[config.mk]
export PLATFORM = sky130hd
export DESIGN_NAME = event_set_wait_queue_engine
export DESIGN_NICKNAME = d
export VERILOG_FILES = /design/src/sv/evs_pkg.sv /design/src/sv/evs_exec.sv /design/src/sv/event_set_wait_queue_engine.sv
export SDC_FILE = /design/constraint.sdc
export NUM_CORES = 1
export LEC_CHECK = 0
export ABC_CLOCK_PERIOD_IN_PS = 11400
export BUFFER_PORTS_ARGS = -buffer_cell sky130_fd_sc_hd__buf_2
export CORE_MARGIN = 1
export CORE_UTILIZATION = 45
export DETAILED_ROUTE_END_ITERATION = 6
export PLACE_DENSITY = 0.59
export SYNTH_ARGS = -nofsm -noshare
export SYNTH_HDL_FRONTEND = slang
export SYNTH_SLANG_ARGS = --single-unit
[constraint.sdc]
create_clock -name i_clk -period 11.4 [get_ports i_clk]
set_input_delay 1.71 -clock i_clk [delete_from_list [all_inputs] [get_ports i_clk]]
set_output_delay 1.71 -clock i_clk [all_outputs]
set_load 0.02 [all_outputs]
[src/sv/evs_pkg.sv]
// Package for the event-set wait-queue engine.
// Holds sizes, operation and status codes, result and update structs, and the
// lowest-set-bit helper. Depends on nothing.
`timescale 1ns / 1ps
`default_nettype none

package evs_pkg;

    // number of event sets and the width of a set index
    localparam int NUM_SETS = 8;
    localparam int SET_W    = (NUM_SETS > 1) ? $clog2(NUM_SETS) : 1;

    localparam int EVT_W = 32;   // events per set, also threads per set
    localparam int IDX_W = 5;    // bits of an event or thread number

    typedef enum logic [1:0] {
        OP_WAIT   = 2'd0,
        OP_RAISE  = 2'd1,
        OP_MASK   = 2'd2,
        OP_UNMASK = 2'd3
    } t_op;

    typedef enum logic [1:0] {
        ST_OK      = 2'd0,
        ST_INVAL   = 2'd1,
        ST_BLOCKED = 2'd2
    } t_status;

    // result of one item
    typedef struct packed {
        t_status          status;
        logic [IDX_W-1:0] taken_event;
        logic             woke;
        logic [IDX_W-1:0] woken_thread;
        logic [IDX_W-1:0] woken_event;
    } t_result;

    // new words for the selected set
    typedef struct packed {
        logic             we;
        logic [EVT_W-1:0] en;
        logic [EVT_W-1:0] pend;
        logic [EVT_W-1:0] waitq;
    } t_update;

    typedef struct packed {
        logic             found;
        logic [IDX_W-1:0] idx;
    } t_lowest;

    // isolate the lowest set bit, then encode its position
    function automatic t_lowest lowest_bit(input logic [EVT_W-1:0] w);
        logic [EVT_W-1:0] onehot;
        t_lowest          r;
        onehot  = w & (~w + EVT_W'(1));
        r.found = |w;
        r.idx   = '0;
        for (int i = 0; i < EVT_W; i++) begin
            if (onehot[i]) begin
                r.idx = r.idx | IDX_W'(i);
            end
        end
        return r;
    endfunction

endpackage

`default_nettype wire

[src/sv/evs_exec.sv]
// Operation logic of the event-set engine for one item on one set.
// Takes the selected set's words and returns the update and the result.
// Depends on evs_pkg.
`timescale 1ns / 1ps
`default_nettype none

module evs_exec (
    input  var evs_pkg::t_op                 i_op,
    input  var logic                         i_set_ok,
    input  var logic [5:0]                   i_event_num,
    input  var logic [evs_pkg::IDX_W-1:0]    i_thread_id,
    input  var logic [evs_pkg::EVT_W-1:0]    i_en,
    input  var logic [evs_pkg::EVT_W-1:0]    i_pend,
    input  var logic [evs_pkg::EVT_W-1:0]    i_waitq,
    output evs_pkg::t_update                 o_upd,
    output evs_pkg::t_result                 o_res
);

    logic [evs_pkg::EVT_W-1:0] s_bit;
    logic [evs_pkg::EVT_W-1:0] s_thr_bit;
    evs_pkg::t_lowest          s_avail;
    evs_pkg::t_lowest          s_waiter;

    // event and thread bits, lowest ready event and lowest waiter
    always_comb begin
        s_bit     = evs_pkg::EVT_W'(1) << i_event_num[evs_pkg::IDX_W-1:0];
        s_thr_bit = evs_pkg::EVT_W'(1) << i_thread_id;
        s_avail   = evs_pkg::lowest_bit(i_pend & i_en);
        s_waiter  = evs_pkg::lowest_bit(i_waitq);
    end

    // operation decode
    always_comb begin
        o_upd.we    = 1'b0;
        o_upd.en    = i_en;
        o_upd.pend  = i_pend;
        o_upd.waitq = i_waitq;
        o_res       = '0;
        o_res.status = evs_pkg::ST_OK;

        if (!i_set_ok) begin
            o_res.status = evs_pkg::ST_INVAL;
        end else if (i_op != evs_pkg::OP_WAIT && i_event_num[5]) begin
            o_res.status = evs_pkg::ST_INVAL;
        end else begin
            o_upd.we = 1'b1;
            case (i_op)
                evs_pkg::OP_WAIT: begin
                    if (s_avail.found) begin
                        o_upd.pend = i_pend &
                            ~(evs_pkg::EVT_W'(1) << s_avail.idx);
                        o_res.taken_event = s_avail.idx;
                    end else begin
                        o_upd.waitq  = i_waitq | s_thr_bit;
                        o_res.status = evs_pkg::ST_BLOCKED;
                    end
                end
                evs_pkg::OP_RAISE: begin
                    // enabled event goes to a waiter when there is one
                    if ((i_en & s_bit) != '0 && s_waiter.found) begin
                        o_upd.waitq = i_waitq &
                            ~(evs_pkg::EVT_W'(1) << s_waiter.idx);
                        o_res.woke         = 1'b1;
                        o_res.woken_thread = s_waiter.idx;
                        o_res.woken_event  = i_event_num[evs_pkg::IDX_W-1:0];
                    end else begin
                        o_upd.pend = i_pend | s_bit;
                    end
                end
                evs_pkg::OP_MASK: begin
                    o_upd.en = i_en & ~s_bit;
                end
                evs_pkg::OP_UNMASK: begin
                    o_upd.en = i_en | s_bit;
                    // a pending event is handed to the lowest waiter
                    if ((i_pend & s_bit) != '0 && s_waiter.found) begin
                        o_upd.waitq = i_waitq &
                            ~(evs_pkg::EVT_W'(1) << s_waiter.idx);
                        o_upd.pend         = i_pend & ~s_bit;
                        o_res.woke         = 1'b1;
                        o_res.woken_thread = s_waiter.idx;
                        o_res.woken_event  = i_event_num[evs_pkg::IDX_W-1:0];
                    end
                end
                default: begin
                    o_upd.we = 1'b0;
                end
            endcase
        end
    end

endmodule

`default_nettype wire

[src/sv/event_set_wait_queue_engine.sv]
// Top level of the event-set wait-queue engine: input register, set state,
// result register. Depends on evs_pkg and evs_exec.
//
// Usage:
//   Input channel (i_in_valid / o_in_stall) carries one item: operation,
//   object number, event number and thread number. Output channel
//   (o_out_valid / i_out_stall) returns exactly one result item per input.
//   i_cfg_we / i_cfg_data write object_base, the object number of set 0;
//   write it only while the engine is idle.
//   An accepted item is held in the input register; the set lookup, priority
//   encoders and the state write then happen on the edge that loads the
//   result register.
//   Throughput is one item per cycle unless the receiver stalls; the per-set
//   state is read and written in the same stage, so back-to-back items on
//   one set see each other. When the receiver stalls, the result register
//   holds, the input register fills, and o_in_stall is high while both are full.
//   Synchronous active-low reset: all enables set, pending bits and wait
//   bitmaps cleared, object_base zero, both registers empty. Items are
//   accepted as soon as reset is released.
`timescale 1ns / 1ps
`default_nettype none

module event_set_wait_queue_engine (
    input  var logic       i_clk,
    input  var logic       i_rst_n,
    // configuration
    input  var logic       i_cfg_we,
    input  var logic [7:0] i_cfg_data,
    // input channel
    input  var logic       i_in_valid,
    output logic           o_in_stall,
    input  var logic [1:0] i_operation,
    input  var logic [7:0] i_object_id,
    input  var logic [5:0] i_event_num,
    input  var logic [4:0] i_thread_id,
    // output channel
    output logic           o_out_valid,
    input  var logic       i_out_stall,
    output logic [1:0]     o_status,
    output logic [4:0]     o_taken_event,
    output logic           o_woke,
    output logic [4:0]     o_woken_thread,
    output logic [4:0]     o_woken_event
);

    logic [7:0] r_obj_base;

    // input register
    logic                         r_in_valid;
    evs_pkg::t_op                 r_op;
    logic [7:0]                   r_obj;
    logic [5:0]                   r_ev;
    logic [evs_pkg::IDX_W-1:0]    r_th;

    // per-set state
    logic [evs_pkg::EVT_W-1:0] r_en    [evs_pkg::NUM_SETS];
    logic [evs_pkg::EVT_W-1:0] r_pend  [evs_pkg::NUM_SETS];
    logic [evs_pkg::EVT_W-1:0] r_waitq [evs_pkg::NUM_SETS];

    // result register
    logic              r_out_valid;
    evs_pkg::t_result  r_res;

    logic [7:0]                s_set_full;
    logic                      s_set_ok;
    logic [evs_pkg::SET_W-1:0] s_set;
    logic                      s_out_free;
    logic                      s_adv;
    evs_pkg::t_update          s_upd;
    evs_pkg::t_result          s_res;

    // handshake
    assign s_out_free = !r_out_valid || !i_out_stall;
    assign s_adv      = r_in_valid && s_out_free;
    assign o_in_stall = r_in_valid && !s_out_free;

    // set index from object number
    assign s_set_full = r_obj - r_obj_base;
    assign s_set_ok   = s_set_full < 8'(evs_pkg::NUM_SETS);
    assign s_set      = s_set_full[evs_pkg::SET_W-1:0];

    // configuration register
    always_ff @(posedge i_clk) begin
        if (!i_rst_n) begin
            r_obj_base <= '0;
        end else if (i_cfg_we) begin
            r_obj_base <= i_cfg_data;
        end
    end

    // input register
    always_ff @(posedge i_clk) begin
        if (!i_rst_n) begin
            r_in_valid <= 1'b0;
        end else if (!o_in_stall) begin
            r_in_valid <= i_in_valid;
        end
    end

    always_ff @(posedge i_clk) begin
        if (i_in_valid && !o_in_stall) begin
            r_op  <= evs_pkg::t_op'(i_operation);
            r_obj <= i_object_id;
            r_ev  <= i_event_num;
            r_th  <= i_thread_id;
        end
    end

    evs_exec u_exec (
        .i_op        (r_op),
        .i_set_ok    (s_set_ok),
        .i_event_num (r_ev),
        .i_thread_id (r_th),
        .i_en        (r_en[s_set]),
        .i_pend      (r_pend[s_set]),
        .i_waitq     (r_waitq[s_set]),
        .o_upd       (s_upd),
        .o_res       (s_res)
    );

    // set state update
    always_ff @(posedge i_clk) begin
        if (!i_rst_n) begin
            for (int i = 0; i < evs_pkg::NUM_SETS; i++) begin
                r_en[i]    <= '1;
                r_pend[i]  <= '0;
                r_waitq[i] <= '0;
            end
        end else if (s_adv && s_upd.we) begin
            r_en[s_set]    <= s_upd.en;
            r_pend[s_set]  <= s_upd.pend;
            r_waitq[s_set] <= s_upd.waitq;
        end
    end

    // result register
    always_ff @(posedge i_clk) begin
        if (!i_rst_n) begin
            r_out_valid <= 1'b0;
        end else if (s_out_free) begin
            r_out_valid <= r_in_valid;
        end
    end

    always_ff @(posedge i_clk) begin
        if (s_adv) begin
            r_res <= s_res;
        end
    end

    assign o_out_valid    = r_out_valid;
    assign o_status       = r_res.status;
    assign o_taken_event  = r_res.taken_event;
    assign o_woke         = r_res.woke;
    assign o_woken_thread = r_res.woken_thread;
    assign o_woken_event  = r_res.woken_event;

    // a released thread was waiting on the selected set
    a_woke_was_waiting: assert property (@(posedge i_clk) disable iff (!i_rst_n)
        s_adv && s_res.woke |-> r_waitq[s_set][s_res.woken_thread])
        else $error("woken thread was not waiting");

    // a blocked wait leaves the caller in the wait bitmap
    a_blocked_enqueued: assert property (@(posedge i_clk) disable iff (!i_rst_n)
        s_adv && s_res.status == evs_pkg::ST_BLOCKED |=> r_waitq[$past(s_set)][$past(r_th)])
        else $error("blocked thread missing from wait bitmap");

    // an invalid item never changes set state
    a_inval_no_write: assert property (@(posedge i_clk) disable iff (!i_rst_n)
        s_res.status == evs_pkg::ST_INVAL |-> !s_upd.we)
        else $error("state written on invalid item");

    // a wake always comes with an ok status
    a_woke_ok: assert property (@(posedge i_clk) disable iff (!i_rst_n)
        o_out_valid && o_woke |-> o_status == evs_pkg::ST_OK)
        else $error("wake reported with bad status");

endmodule

`default_nettype wire
==> flow_summary.toml, run 1 <==
[floorplanning]
die-area_um2 = 88300
core_area_um2 = 85700
rows = 107
die_h_um = 297
io_pins = 54
start_util_pct = 45.7
die_w_um = 297

[worst_setup_path]
crit_path_end_kind = "flop"
required_ns = 11.69
arrival_ns = 7.84
worst-path-buf-inv = 4
cp_top_family = "simple AND/OR/NAND/NOR gates"
crit_chain = "inv_1, ha_4, inv_1, fa_1, a21o_1, a21oi_1, o21ai_0, a311oi_1, nand4b_1, nand3b_1, a21oi_1, nand3_1, nor2_1, nand2_2, nand2_4, buf_4, buf_4"
cp_slowest_cell = "nand2_4"
crit_path_max_fanout = 34
start_kind = "flop"
crit_type = "reg -> reg"
slowest_delay_ns = 0.94

[synth]
synth_area_um2 = 39200
synth_ff_type = "edfxtp_1"
synth_seq_cells = 817
synth_cell_types = 102
syn_inst = 2964
synthTopCellsByArea = "edfxtp_1, mux4_2, nor2_1"
ys_seq_area_share_pct = 62.3
syn_avg_cell_area_um2 = 13.2
synth_top_area_share_pct = 61.8
netlist.top_cell.by_area = "edfxtp_1"
synth_edf_count = 807
synth_nets = 3006
yosys_warnings = 0
ys_async_sr_fraction_pct = 0

[status]
status = "complete, no violations"

[timing]
max_freq_ghz = 0.133
min_period_ns = 7.54
fin_crit_sh_pct = 66.2
slew_headroom_pct = 2.54
setup-tns-final_ns = 0
fin_ws_ns = 3.86
hold_viol_final = 0
clock_skew_ns = 0.0235
worstMarginPinSlew_ns = 1.45
report.final.setup_viol = 0
slew_viol_final = 0
rsz0062_at_grt = "no"

[routing]
drc_errors = 0
postRouteAntennaNets = 0
drt_iter0_markers = 2902
vias = 26500
dr.pass1.iters = 6
via_per_inst = 6.33
wl_um = 124000
wl_per_cell_um = 29.5

[placed_design]
dp_cells = 4035
port_buffers = 53
dp_slack_ns = 4.06
hpwl_um = 75000
gp_congestion = 0.971

[global_routing]
grt_use_total_pct = 28.0
antenna_found_initial = 1
grt_pass1_vias = 26600
grt_max_degree = 113
globalRouteOverflowTotal = 0
grt_pass1_wl_um = 181000

[power]
p_leak_uw = 0.0136
ir_worst_vdd_mv = 0.124
p_per_area_nw_per_um2 = 169

[clock_network]
cts_made_buffers = 88
postCtsSetupBuffers = 0
htreeDepth = 3
insertion_delay_ns = 0.68
cts_hold_buffers = 0
cts-root-buf = "clkbuf_16"
cts.sinks = 817
cts_tree = "built"
post_cts_resized = 0
max-clock-path-buffers = 3
clk_pin_slew_ns = 0.06

[finish]
areaGrowthSynthToFinish_pct = 10.9
stdcell_count = 4196
drive_above_1_share_pct = 17.6
mostFrequentLayoutCells = "edfxtp_1, nor2_1, nand2_1"
nets = 3023
final_common_cell = "edfxtp_1"

[hold_path]
hold_class = "reg -> reg"

[job]
maxCapViolations = 0
## report_power, final
part           internal [µW]  switching, µW  total, µW  leakage [µW]
combinational            359            807       1170       0.00473
sequential              3360           29.1       3390       0.00748
clock                   1590           1200       2790       0.00134
## Yosys cell counts (10+ instances only)
| cell type | number |
|---|---|
| o22ai_1 | 14 |
| o21ai_0 | 83 |
| dfxtp_1 | 10 |
| and2_1 | 45 |
| nand3_1 | 46 |
| o31ai_1 | 33 |
| nand4_1 | 14 |
| a21oi_1 | 67 |
| buf_2 | 36 |
| clkbuf_1 | 113 |
| inv_1 | 22 |
| buf_4 | 12 |
| nor4_1 | 14 |
| mux4_2 | 184 |
| nand2_1 | 389 |
| a31oi_1 | 25 |
| nor2_1 | 577 |
| edfxtp_1 | 807 |
| mux2_2 | 54 |
| nor3_1 | 40 |
| and3_1 | 18 |
| a22oi_1 | 23 |
| nor2b_1 | 16 |
| mux2i_1 | 77 |
## per-layer routing
| metal | GRT usage (%) | wire length, µm | vias to the layer above |
|---|---|---|---|
| li1 | - | - | 11300 |
| met1 | 40.6 | 53600 | 13700 |
| met2 | 43.1 | 56100 | 1397 |
| met3 | 5.38 | 10800 | 224 |
| met4 | 7.97 | 3190 | 2 |
| met5 | 0 | 13 | - |
## registers in the layout (all words and copies together), names as in the netlist
| register | count |
|---|---|
| r_en | 256 |
| o_woken_event | 5 |
| r_th | 5 |
| r_pend | 256 |
| r_obj_base | 8 |
| o_status | 2 |
| o_out_valid | 1 |
| r_waitq | 256 |
| o_woken_thread | 5 |
| r_ev | 6 |
| r_obj | 8 |
| o_taken_event | 5 |
| o_woke | 1 |
| r_in_valid | 1 |
| r_op | 2 |
## worst reg2reg max path: cells and delay by family (launching register included)
kind / cells / cell delay [ns]
buf+inv: 4 / 1.48
fa+ha+maj: 2 / 0.64
compound gates: 5 / 1.58
flops: 1 / 0.37
simple gates: 6 / 3.06
## cell type report
cell class | instances | area (µm²)
Fill cell | 7314 | 42200
Sequential cell | 817 | 24400
Multi-Input combinational cell | 1942 | 14000
Clock buffer | 116 | 2330
Tap cell | 1144 | 1430
Timing Repair Buffer | 107 | 721
Clock inverter | 43 | 460
Inverter | 25 | 98.8
Antenna cell | 2 | 5.00
## metrics by stage
| step | total power, µW | area [µm²] | hold WS, ns | util (%) |
|---|---|---|---|---|
| finish | 7350 | 43500 | 0.514 | 50.7 |
| global route | 7560 | 43500 | 0.550 | 50.7 |
| CTS | 7360 | 43500 | 0.520 | 50.7 |
| detailed placement | 4600 | 40700 | 0.507 | 47.5 |
| global placement | 4590 | 40700 | 0.495 | 47.5 |
| floorplan | 4220 | 39200 | 0.466 | - |
## final timing paths
path | end | from | cells past startpoint | slack [ns]
setup / recovery | r_pend[0][13] | r_obj[0] | 17 | 3.86
hold / removal | o_out_valid | r_in_valid | 2 | 0.51
setup reg to reg | r_pend[0][13] | r_obj[0] | 17 | 3.86
hold reg to reg | o_out_valid | r_in_valid | 2 | 0.51
## cell families after synthesis
logic type,synth area share [%]
and+or+nand+nor,13.9
DFF,62.3
AOI/OAI and AO/OA,6.22
muxes,14.7
buffers and inverters,2.50
adders and majority gates,0.275
xor gates and xnor gates,0.112
(Power assumes the default switching activity.)
==> run 2: changes to the inputs <==
ABC_CLOCK_PERIOD_IN_PS = 6050   (was 11400)
PLACE_DENSITY = 0.61   (was 0.59)
clock period = 6.05 ns   (was 11.4 ns; I/O delays follow)
==> run 2 against run 1 <==
Net effect:
- critical path depth increased by 1
- critical endpoint is now r_waitq[0][28]
- core utilization rose by 2.1 points
- combinational power up 110%
- highest routed layer is now met4
- total power is 96% higher
- non-clock buffer count is 174 higher
- count of clock-buffer cells in the layout fell by 15
- wire length up 0.97%
- largest power group unchanged
==> flow_summary.toml, run 2 (synthesis results as in run 1) <==
[routing]
drc_errors = 0
vias = 27100
dr.pass1.iters = 6
via_per_inst = 6.19
wl_per_cell_um = 28.6
wl_um = 125000
drt_iter0_markers = 3136
postRouteAntennaNets = 0

[timing]
hold_viol_final = 0
rsz0062_at_grt = "no"
slew_viol_final = 0
worstMarginPinSlew_ns = 1.16
slew_headroom_pct = 21.8
max_freq_ghz = 0.176
report.final.setup_viol = 0
setup-tns-final_ns = 0
min_period_ns = 5.69
clock_skew_ns = 0.0279
fin_crit_sh_pct = 94.0
hold_ws_ns = 0.434

[worst_setup_path]
r2r_slack_ns = 0.36
crit_chain = "inv_1, ha_4, inv_1, fa_1, xor2_4, buf_12, buf_12, mux4_2, mux2i_1, nand4_1, nor4_1, buf_4, nand3_1, o211ai_1, nor4b_4, or4b_1, a22oi_2, nor2_1"
worst-path-buf-inv = 5
r2r_end = "r_waitq[0][28]"
crit_path_max_fanout = 31
cp.depth = 18
start_kind = "flop"
required_ns = 6.42
r2r_start = "r_obj[0]"
crit_path_end_kind = "flop"
arrival_ns = 6.05
cp_top_family = "simple AND/OR/NAND/NOR gates"
crit_type = "reg -> reg"
cp_slowest_cell = "mux2i_1"
r2r_cells = 18
slowest_delay_ns = 0.54

[global_routing]
globalRouteOverflowTotal = 0
grt_max_degree = 63
grt_pass1_wl_um = 183000
grt_pass1_vias = 27200
antenna_found_initial = 0
grt_use_total_pct = 28.2

[hold_path]
holdPathEnd = "r_ev[1]"
hold_class = "in -> reg"
holdPathStages = 1
hold_start = "i_event_num[1]"

[finish]
final_util_pct = 52.9
areaGrowthSynthToFinish_pct = 15.5
reg.largest.list = "r_en: 256 flops, r_pend: 256 flops, r_waitq: 256 flops"
drive_above_1_share_pct = 22.3
antenna_cells = 0
final_common_cell = "edfxtp_1"
mostFrequentLayoutCells = "edfxtp_1, nor2_1, nand2_1"
final_cell_area_um2 = 45300
nets = 3198

[power]
p_per_area_nw_per_um2 = 318
ir_worst_vdd_mv = 0.231
power_uw = 14400
p_leak_uw = 0.0146

[clock_network]
insertion_delay_ns = 0.65
max-clock-path-buffers = 3
htreeDepth = 3
postCtsSetupBuffers = 0
post_cts_resized = 0
clk_pin_slew_ns = 0.06
cts_made_buffers = 89
cts_hold_buffers = 0
cts-root-buf = "clkbuf_16"
cts_tree = "built"
cts.sinks = 817

[job]
maxCapViolations = 0

[floorplanning]
die-area_um2 = 88300
io_pins = 54
core_area_um2 = 85700
start_util_pct = 45.7
die_h_um = 297
die_w_um = 297
rows = 107

[placed_design]
place_area_um2 = 42300
port_buffers = 53
gp_congestion = 1.01
hpwl_um = 80400

[status]
status = "complete, no violations"
run 2: cell types whose count changed in the layout (fill, tap and decap cells not counted), moves of 7 or more:
cell and change:
buf_12 +28, buf_4 +146, bufinv_16 +7, clkbuf_1 -15, clkinv_1 +7
run 2: per-layer routing:
metal | share of wire [%] | GRT usage, %
met1 | 43 | 40.9
met2 | 47 | 44.1
met3 | 8.8 | 4.75
met4 | 2.1 | 7.41
met5 | 0 | 0
run 2: final cells by class:
| type | count | area (µm²) |
|---|---|---|
| Multi-Input combinational cell | 1942 | 14000 |
| Sequential cell | 817 | 24400 |
| Inverter | 25 | 98.8 |
| Clock inverter | 59 | 673 |
| Tap cell | 1144 | 1430 |
| Timing Repair Buffer | 281 | 2380 |
| Fill cell | 7289 | 40400 |
| Clock buffer | 101 | 2290 |
run 2: how the worst max path moves through the flow:
| stage | slack [ns] | endpoint | from |
|---|---|---|---|
| CTS | 0.41 | r_pend[3][30] | r_obj[0] |
| finish | 0.36 | r_waitq[0][28] | r_obj[0] |
| global route | 0.11 | r_waitq[3][28] | r_obj[0] |
| global placement | 0.42 | r_pend[1][30] | r_obj[0] |
| detailed placement | 0.42 | r_pend[3][30] | r_obj[0] |
| floorplan | 0.16 | r_en[3][0] | i_out_stall |
run 2: power by group:
| group | leakage [µW] | switching (µW) | total [µW] | internal, µW |
|---|---|---|---|---|
| Clock | 0.00144 | 2260 | 5550 | 3290 |
| Combinational | 0.00570 | 1580 | 2460 | 881 |
| Sequential | 0.00748 | 54.0 | 6390 | 6330 |
run 2: stage by stage:
stage	worst slack (ns)	cells
after floorplan	0.163	2964
after global placement	0.422	4209
after detailed placement	0.422	4209
after CTS	0.408	4369
after global routing	0.110	4369
final	0.365	4369
run 2: worst reg2reg max path, cell delays in order (launching register included):
cell and delay (ns):
edfxtp_1 0.37, inv_1 0.10, ha_4 0.14, inv_1 0.05, fa_1 0.51, xor2_4 0.28
buf_12 0.19, buf_12 0.24, mux4_2 0.36, mux2i_1 0.54, nand4_1 0.30, nor4_1 0.35
buf_4 0.23, nand3_1 0.12, o211ai_1 0.15, nor4b_4 0.48, or4b_1 0.51, a22oi_2 0.40
nor2_1 0.08
